File: src/dasp_pkg.sv
// shared types, constants and helpers for the two-axis step/direction generator
// no dependencies; imported by dual_axis_step_pulse_generator_top
package dasp_pkg;

    // default coordinate width
    localparam int COORD_BITS_DEF = 24;

    // tick divider register
    localparam int         DIV_W         = 8;
    localparam logic [7:0] TICK_DIV_RST  = 8'd2;

    // toggle count register (signed)
    localparam int CNT_W = 20;

    // rounding offset and saturation for (mag + 100) / 200
    localparam int ROUND_HALF = 100;
    // (mag + 100) at or above this gives a quotient above 262143
    localparam int SAT_LIMIT  = 52428800;
    localparam int SAT_W      = 26;

    // (mag + 100) / 200 = ((mag + 100) >> 3) / 25, done as a reciprocal multiply
    localparam int          QI_LSB     = 3;
    localparam int          QI_W       = 23;
    localparam int          RECIP_W    = 24;
    localparam logic [23:0] DIV_RECIP  = 24'd10737419;
    localparam int          DIV_SHIFT  = 28;
    localparam int          PROD_W     = QI_W + RECIP_W;
    localparam int          Q_W        = 18;
    localparam logic [17:0] Q_MAX      = 18'h3FFFF;

    // input item kinds
    typedef enum logic [1:0] {
        MODE_TICK = 2'd0,
        MODE_LOAD = 2'd1,
        MODE_ZERO = 2'd2
    } t_mode;

    // per-axis data after the rounding stage
    typedef struct packed {
        logic            neg;
        logic            sat;
        logic [QI_W-1:0] quo_in;
    } t_axis_rnd;

    // per-axis data after the multiply stage
    typedef struct packed {
        logic           neg;
        logic           sat;
        logic [Q_W-1:0] quo;
    } t_axis_quo;

    // per-axis motion state
    typedef struct packed {
        logic signed [CNT_W-1:0] cnt;
        logic                    active;
        logic                    step;
        logic                    dir;
    } t_axis_state;

    // one firing tick on one axis
    function automatic t_axis_state fire_axis(input t_axis_state cur, input logic pos_dir);
        t_axis_state nxt;
        nxt = cur;
        if (cur.cnt == '0) begin
            nxt.active = 1'b0;
        end else if (!cur.cnt[CNT_W-1]) begin
            nxt.dir  = pos_dir;
            nxt.step = ~cur.step;
            nxt.cnt  = cur.cnt - CNT_W'(1);
        end else begin
            nxt.dir  = ~pos_dir;
            nxt.step = ~cur.step;
            nxt.cnt  = cur.cnt + CNT_W'(1);
        end
        return nxt;
    endfunction

endpackage

File: src/dual_axis_step_pulse_generator_top.sv
// two-axis step/direction generator, stream in and stream out
// depends on dasp_pkg
//
// a result passes from its accepted input transaction through the difference register
// (loaded at the accept edge), rounding, reciprocal multiply and the state update
// into the output register; it can leave at the next edge
// throughput: one transaction per cycle; the stages hold only on output back-pressure
// reset: synchronous active-low; references, counts and lines clear, tick divider
// and prescaler return to 2, pipeline empties
module dual_axis_step_pulse_generator_top
    import dasp_pkg::*;
#(
    parameter int COORD_BITS = COORD_BITS_DEF
) (
    input  logic                 i_clk,
    input  logic                 i_rst_n,
    // configuration: tick divider
    input  logic                 i_cfg_we,
    input  logic [DIV_W-1:0]     i_cfg_wdata,
    // input stream
    input  logic                 s_axis_tvalid,
    output logic                 s_axis_tready,
    // tdata fields from bit 0: target_x, target_y, zero fill
    input  logic [((2*COORD_BITS+7)/8)*8-1:0] s_axis_tdata,
    // tuser fields from bit 0: mode
    input  logic [1:0]           s_axis_tuser,
    // output stream
    output logic                 m_axis_tvalid,
    input  logic                 m_axis_tready,
    // tdata fields from bit 0: step_x, dir_x, step_y, dir_y, busy_res, zero fill
    output logic [7:0]           m_axis_tdata
);

    localparam int DW = COORD_BITS + 1;
    localparam int VW = (DW > SAT_W) ? DW : SAT_W;

    // configuration register
    logic [DIV_W-1:0] r_tick_div;

    // reference positions (live at the input stage)
    logic signed [COORD_BITS-1:0] r_ref [2];

    // stage 1: differences
    logic                 r_s1_valid;
    logic [1:0]           r_s1_mode;
    logic signed [DW-1:0] r_s1_diff [2];

    // stage 2: rounded magnitudes
    logic      r_s2_valid;
    logic [1:0] r_s2_mode;
    t_axis_rnd r_s2_axis [2];
    t_axis_rnd n_s2_axis [2];

    // stage 3: quotients
    logic      r_s3_valid;
    logic [1:0] r_s3_mode;
    t_axis_quo r_s3_axis [2];
    t_axis_quo n_s3_axis [2];

    // motion state
    t_axis_state      r_axis [2];
    t_axis_state      n_axis [2];
    logic [DIV_W-1:0] r_prescale;
    logic [DIV_W-1:0] n_prescale;
    logic             r_moving;
    logic             n_moving;

    // output register
    logic       r_out_valid;
    logic [4:0] r_out_data;
    logic [4:0] n_out_data;

    // stage handshake
    logic out_free;
    logic s3_free;
    logic s2_free;
    logic s1_free;
    logic s_acc;

    logic signed [COORD_BITS-1:0] in_tgt [2];

    assign in_tgt[0] = s_axis_tdata[COORD_BITS-1:0];
    assign in_tgt[1] = s_axis_tdata[2*COORD_BITS-1:COORD_BITS];

    assign out_free      = !r_out_valid || m_axis_tready;
    assign s3_free       = !r_s3_valid || out_free;
    assign s2_free       = !r_s2_valid || s3_free;
    assign s1_free       = !r_s1_valid || s2_free;
    assign s_axis_tready = s1_free;
    assign s_acc         = s_axis_tvalid && s1_free;

    assign m_axis_tvalid = r_out_valid;
    assign m_axis_tdata  = {3'b000, r_out_data};

    // tick divider write
    always_ff @(posedge i_clk) begin
        if (!i_rst_n) begin
            r_tick_div <= TICK_DIV_RST;
        end else if (i_cfg_we) begin
            r_tick_div <= i_cfg_wdata;
        end
    end

    // stage 1: distance from reference, reference update
    always_ff @(posedge i_clk) begin
        if (!i_rst_n) begin
            r_s1_valid <= 1'b0;
            r_ref[0]   <= '0;
            r_ref[1]   <= '0;
        end else begin
            if (s1_free) begin
                r_s1_valid <= s_axis_tvalid;
            end
            if (s_acc) begin
                case (s_axis_tuser)
                    MODE_LOAD: begin
                        r_ref[0] <= in_tgt[0];
                        r_ref[1] <= in_tgt[1];
                    end
                    MODE_ZERO: begin
                        r_ref[0] <= '0;
                        r_ref[1] <= '0;
                    end
                    default: begin
                    end
                endcase
            end
        end
    end

    always_ff @(posedge i_clk) begin
        if (s_acc) begin
            r_s1_mode <= s_axis_tuser;
            for (int a = 0; a < 2; a++) begin
                r_s1_diff[a] <= $signed({in_tgt[a][COORD_BITS-1], in_tgt[a]})
                              - $signed({r_ref[a][COORD_BITS-1], r_ref[a]});
            end
        end
    end

    // stage 2: magnitude plus half divisor, saturation check
    always_comb begin
        logic [DW-1:0] v;
        logic [VW-1:0] v_ext;
        for (int a = 0; a < 2; a++) begin
            n_s2_axis[a].neg    = r_s1_diff[a][DW-1];
            v                   = r_s1_diff[a][DW-1] ? (~r_s1_diff[a] + DW'(ROUND_HALF + 1))
                                                     : (r_s1_diff[a] + DW'(ROUND_HALF));
            v_ext               = VW'(v);
            n_s2_axis[a].sat    = (v_ext >= VW'(SAT_LIMIT));
            n_s2_axis[a].quo_in = v_ext[QI_LSB +: QI_W];
        end
    end

    always_ff @(posedge i_clk) begin
        if (!i_rst_n) begin
            r_s2_valid <= 1'b0;
        end else if (s2_free) begin
            r_s2_valid <= r_s1_valid;
        end
    end

    always_ff @(posedge i_clk) begin
        if (s2_free && r_s1_valid) begin
            r_s2_mode    <= r_s1_mode;
            r_s2_axis[0] <= n_s2_axis[0];
            r_s2_axis[1] <= n_s2_axis[1];
        end
    end

    // stage 3: divide by 25 through reciprocal multiply
    always_comb begin
        logic [PROD_W-1:0] prod;
        for (int a = 0; a < 2; a++) begin
            prod             = PROD_W'(r_s2_axis[a].quo_in) * PROD_W'(DIV_RECIP);
            n_s3_axis[a].neg = r_s2_axis[a].neg;
            n_s3_axis[a].sat = r_s2_axis[a].sat;
            n_s3_axis[a].quo = prod[DIV_SHIFT +: Q_W];
        end
    end

    always_ff @(posedge i_clk) begin
        if (!i_rst_n) begin
            r_s3_valid <= 1'b0;
        end else if (s3_free) begin
            r_s3_valid <= r_s2_valid;
        end
    end

    always_ff @(posedge i_clk) begin
        if (s3_free && r_s2_valid) begin
            r_s3_mode    <= r_s2_mode;
            r_s3_axis[0] <= n_s3_axis[0];
            r_s3_axis[1] <= n_s3_axis[1];
        end
    end

    // stage 4: motion state update for the item leaving stage 3
    always_comb begin
        logic [Q_W-1:0]   q;
        logic [CNT_W-1:0] cnt2;
        logic [DIV_W-1:0] pre_dec;
        q          = '0;
        cnt2       = '0;
        n_axis[0]  = r_axis[0];
        n_axis[1]  = r_axis[1];
        n_prescale = r_prescale;
        n_moving   = r_moving;
        pre_dec    = r_prescale - DIV_W'(1);
        case (r_s3_mode)
            MODE_TICK: begin
                if (r_moving) begin
                    n_prescale = pre_dec;
                    if (pre_dec == '0) begin
                        n_prescale = r_tick_div;
                        n_axis[0]  = fire_axis(r_axis[0], 1'b0);
                        n_axis[1]  = fire_axis(r_axis[1], 1'b1);
                        if (!n_axis[0].active && !n_axis[1].active) begin
                            n_moving = 1'b0;
                        end
                    end
                end
            end
            MODE_LOAD: begin
                for (int a = 0; a < 2; a++) begin
                    q                = r_s3_axis[a].sat ? Q_MAX : r_s3_axis[a].quo;
                    cnt2             = {1'b0, q, 1'b0};
                    n_axis[a].cnt    = r_s3_axis[a].neg ? -$signed(cnt2) : $signed(cnt2);
                    n_axis[a].active = 1'b1;
                end
                n_moving = 1'b1;
            end
            default: begin
            end
        endcase
        n_out_data = {n_moving, n_axis[1].dir, n_axis[1].step,
                      n_axis[0].dir, n_axis[0].step};
    end

    always_ff @(posedge i_clk) begin
        if (!i_rst_n) begin
            r_axis[0]   <= '0;
            r_axis[1]   <= '0;
            r_prescale  <= TICK_DIV_RST;
            r_moving    <= 1'b0;
            r_out_valid <= 1'b0;
        end else if (out_free) begin
            r_out_valid <= r_s3_valid;
            if (r_s3_valid) begin
                r_axis[0]  <= n_axis[0];
                r_axis[1]  <= n_axis[1];
                r_prescale <= n_prescale;
                r_moving   <= n_moving;
            end
        end
    end

    // result transaction data
    always_ff @(posedge i_clk) begin
        if (out_free && r_s3_valid) begin
            r_out_data <= n_out_data;
        end
    end

endmodule

File: config.mk
export PLATFORM = sky130hd
export DESIGN_NAME = dual_axis_step_pulse_generator_top
export DESIGN_NICKNAME = d
export VERILOG_FILES = /design/src/dasp_pkg.sv /design/src/dual_axis_step_pulse_generator_top.sv
export SDC_FILE = /design/constraint.sdc
export NUM_CORES = 2
export LEC_CHECK = 0
export BUFFER_PORTS_ARGS = -buffer_cell sky130_fd_sc_hd__buf_2
export CAP_MARGIN = 20
export CORE_UTILIZATION = 55
export DETAILED_ROUTE_END_ITERATION = 6
export PLACE_DENSITY = 0.76
export REMOVE_ABC_BUFFERS = 1
export SYNTH_ARGS = -nofsm -noshare
export SYNTH_HDL_FRONTEND = slang
export SYNTH_SLANG_ARGS = --single-unit
File: constraint.sdc
create_clock -name i_clk -period 10.7 [get_ports i_clk]
set_input_delay 2.14 -clock i_clk [delete_from_list [all_inputs] [get_ports i_clk]]
set_output_delay 2.14 -clock i_clk [all_outputs]
set_load 0.01 [all_outputs]
==> flow_summary.yaml <==
grt:
  antenna_found_initial: 3
  grt_use_total: 0.232
  grt_pass1_wl_mm: 111
  grt_overflow: 0
  first_global_vias: 22000
  grt_max_degree: 53
cells_and_area:
  final_common_cell: "inv_1"
  fin_util: 0.597
  drive_gt1_frac: 0.0511
  fin_nets: 4169
  area_delta_synth_final_pct: 6.92
  num-fill-cells: 4708
  final_cell_mix: "inv_1, ha_1, fa_1"
  antennaDiodeCount: 0
synthesis:
  yosysSeqAreaShare: 0.236
  netlist_area_sq_mm: 0.0323
  syn_inst: 3095
  synth-main-ff-cell: "edfxtp_1"
  syn_avg_cell_area_sq_um: 10.4
  ys_ff_latch: 260
  ys_warn_count: 0
  async_flop_share: 0
  yosysUniqueCellTypes: 75
  synth-edff-count: 239
sta:
  drv_slew: 0
  max_freq_mhz: 138
  fin_crit_ns: 7.25
  hold_viol_final: 0
  finalSetupTns_ns: 0
  rsz0062_at_grt: "no"
  slew_headroom: 0.298
  period_share: 0.678
  fin_skew_ns: 0.0193
  worstMarginPinSlew_ns: 1.05
  setup_violations: 0
worst_setup_path:
  worstPathArrival_ns: 7.58
  path_class: "register to register"
  cp_max_fo: 7
  max_stage_delay_ns: 0.56
  cp_cell_sequence: "inv_1 > fa_1 > fa_1 > fa_1 > fa_1 > inv_1 > fa_1 > fa_1 > inv_1 > fa_1 > inv_1 > ha_1 > nand3_1 > nor3_1 > o2111ai_1 > a31oi_1 > a21oi_2 > o2111ai_1 > and3_1 > a21oi_1 > o21ba_2 > xnor2_1"
  cp-start-kind: "register"
  crit_required_ns: 11.03
  cp_slowest_cell: "edfxtp_1"
  cp-end-kind: "register"
  cp_common_cell: "fa_1"
min_path:
  hold_path.class: "register to register"
detailed_routing:
  drt_iter0_drc: 1194
  wl_per_cell_um: 17.0
  antenna_left: 0
  firstDrtPassIters: 5
  routed_via_density: 5.43
  vias: 21500
  drc: 0
  drt_wl_total_mm: 67.4
place:
  hpwl_mm: 57.2
  globalplace.congestion: 0.964
  port_buffers: 69
clock_network:
  postCtsHoldBufs: 0
  cts_sinks: 260
  tritoncts: "done"
  clk_path_buf_depth: 3
  path_clk_slew_ns: 0.07
  cts_root_buf: "clkbuf_16"
  clk-insertion-delay-late_ns: 0.59
  postCtsResizedCells: 0
  cts_buffers: 29
  cts_max_level: 1
  cts_setup_buffers: 0
floorplan:
  die_x_um: 244
  num_io_pins: 73
  rows: 88
  die_area_sq_mm: 0.0596
  die-height_um: 244
  coreArea_sq_mm: 0.0578
  start_util: 0.558
run:
  cap_violations: 0
run_status:
  outcome: "finished, final reports clean"
synthesized netlist by cell type, types with 4 or more instances:
library cell / number / area, sq um
o21a_1: 18 / 135
o21ba_2: 4 / 40.0
mux2i_1: 11 / 110
and2_1: 52 / 325
nand2_1: 115 / 432
nand4_1: 14 / 87.6
nand3_1: 47 / 235
o21ai_0: 87 / 435
a31oi_1: 20 / 125
or2_2: 17 / 106
and4_1: 4 / 35.0
clkbuf_1: 36 / 135
o211ai_1: 12 / 90.1
a21boi_0: 4 / 30.0
nor4_1: 13 / 81.3
o31ai_1: 13 / 97.6
nor3b_1: 6 / 45.0
edfxtp_1: 239 / 7180
a221oi_1: 5 / 43.8
xnor2_1: 111 / 972
ha_1: 565 / 7070
or3_1: 18 / 113
nand2b_1: 23 / 144
inv_1: 668 / 2510
or4_1: 8 / 60.1
a21oi_1: 152 / 761
o22ai_1: 33 / 206
o41ai_1: 11 / 96.3
a21o_1: 43 / 323
a211oi_1: 9 / 67.6
o21bai_1: 11 / 82.6
o31a_1: 4 / 35.0
nor2b_1: 36 / 225
dfxtp_1: 21 / 420
nor3_1: 32 / 160
xor2_1: 79 / 692
and3_1: 13 / 81.3
a211o_1: 4 / 35.0
o2111ai_1: 4 / 35.0
a41oi_1: 6 / 52.6
a2111oi_0: 4 / 35.0
nor2_1: 99 / 372
fa_1: 375 / 7510
final cells by class:
| class | instances | area (sq um) | area share |
|---|---|---|---|
| clock buffer | 30 | 729 | 0.0212 |
| multi-input combinational | 2128 | 22000 | 0.639 |
| tap | 765 | 957 | 0.0278 |
| timing repair buffer | 79 | 440 | 0.0128 |
| inverter | 668 | 2510 | 0.0727 |
| clock inverter | 24 | 229 | 0.00664 |
| sequential | 260 | 7600 | 0.220 |
sequential cells by signal (all words and copies together) (netlist names), 2 cells and up:
signal / flops
r_ref: 48
r_s2_mode: 2
r_s1_mode: 2
r_out_data: 5
r_s2_axis: 46
r_s3_mode: 2
r_s1_diff: 50
r_prescale: 8
r_axis: 46
r_s3_axis: 38
r_tick_div: 8
worst paths after layout:
path | to | cells past startpoint | slack, ns | start
max | r_s3_axis[0][12]$_DFFE_PP_ | 22 | 3.45 | r_s2_axis[0][5]$_DFFE_PP_
min | r_s2_mode[0]$_DFFE_PP_ | 0 | 0.42 | r_s1_mode[0]$_DFFE_PP_
max reg2reg | r_s3_axis[0][12]$_DFFE_PP_ | 22 | 3.45 | r_s2_axis[0][5]$_DFFE_PP_
min reg2reg | r_s2_mode[0]$_DFFE_PP_ | 0 | 0.42 | r_s1_mode[0]$_DFFE_PP_
through the flow:
stage | hold slack [ns] | area, sq um | instances | worst slack [ns]
finish | 0.421 | 34500 | 3954 | 3.45
global placement | 0.405 | 33500 | 3899 | 3.68
CTS | 0.423 | 34500 | 3953 | 3.45
floorplan | 0.400 | 32100 | 3056 | 4.06
global route | 0.443 | 34500 | 3954 | 2.90
detailed placement | 0.407 | 33500 | 3899 | 3.49
routing by layer:
metal,GRT usage,part of all wire,vias to the layer above
met5,0,0.00052,-
met4,0.0568,0.025,6
met3,0.0340,0.053,98
met2,0.382,0.46,512
met1,0.322,0.46,10400
li1,-,-,10500
kinds of logic (layout without fill, tap and decap cells):
| family | count (synthesis) | after routing | synth area share |
|---|---|---|---|
| fa+ha+maj | 940 | 940 | 0.452 |
| buf+inv | 709 | 801 | 0.0829 |
| simple gates | 509 | 509 | 0.0810 |
| compound gates | 473 | 473 | 0.0929 |
| flops | 260 | 260 | 0.236 |
| xor+xnor | 190 | 190 | 0.0516 |
| mux | 13 | 13 | 0.00411 |
| other cells | 1 | 3 | 0.000116 |
critical path, delay by kind of cell (launching register included):
kind | cells | cell delay, ns
adders and majority gates | 8 | 3.76
DFF | 1 | 0.56
and+or+nand+nor | 3 | 0.74
buffers and inverters | 4 | 0.31
xor gates and xnor gates | 1 | 0.11
AOI/OAI and AO/OA | 6 | 1.52
Power is not shown: default switching activity piles up to over one toggle a cycle in this logic, so the estimate is an artifact.
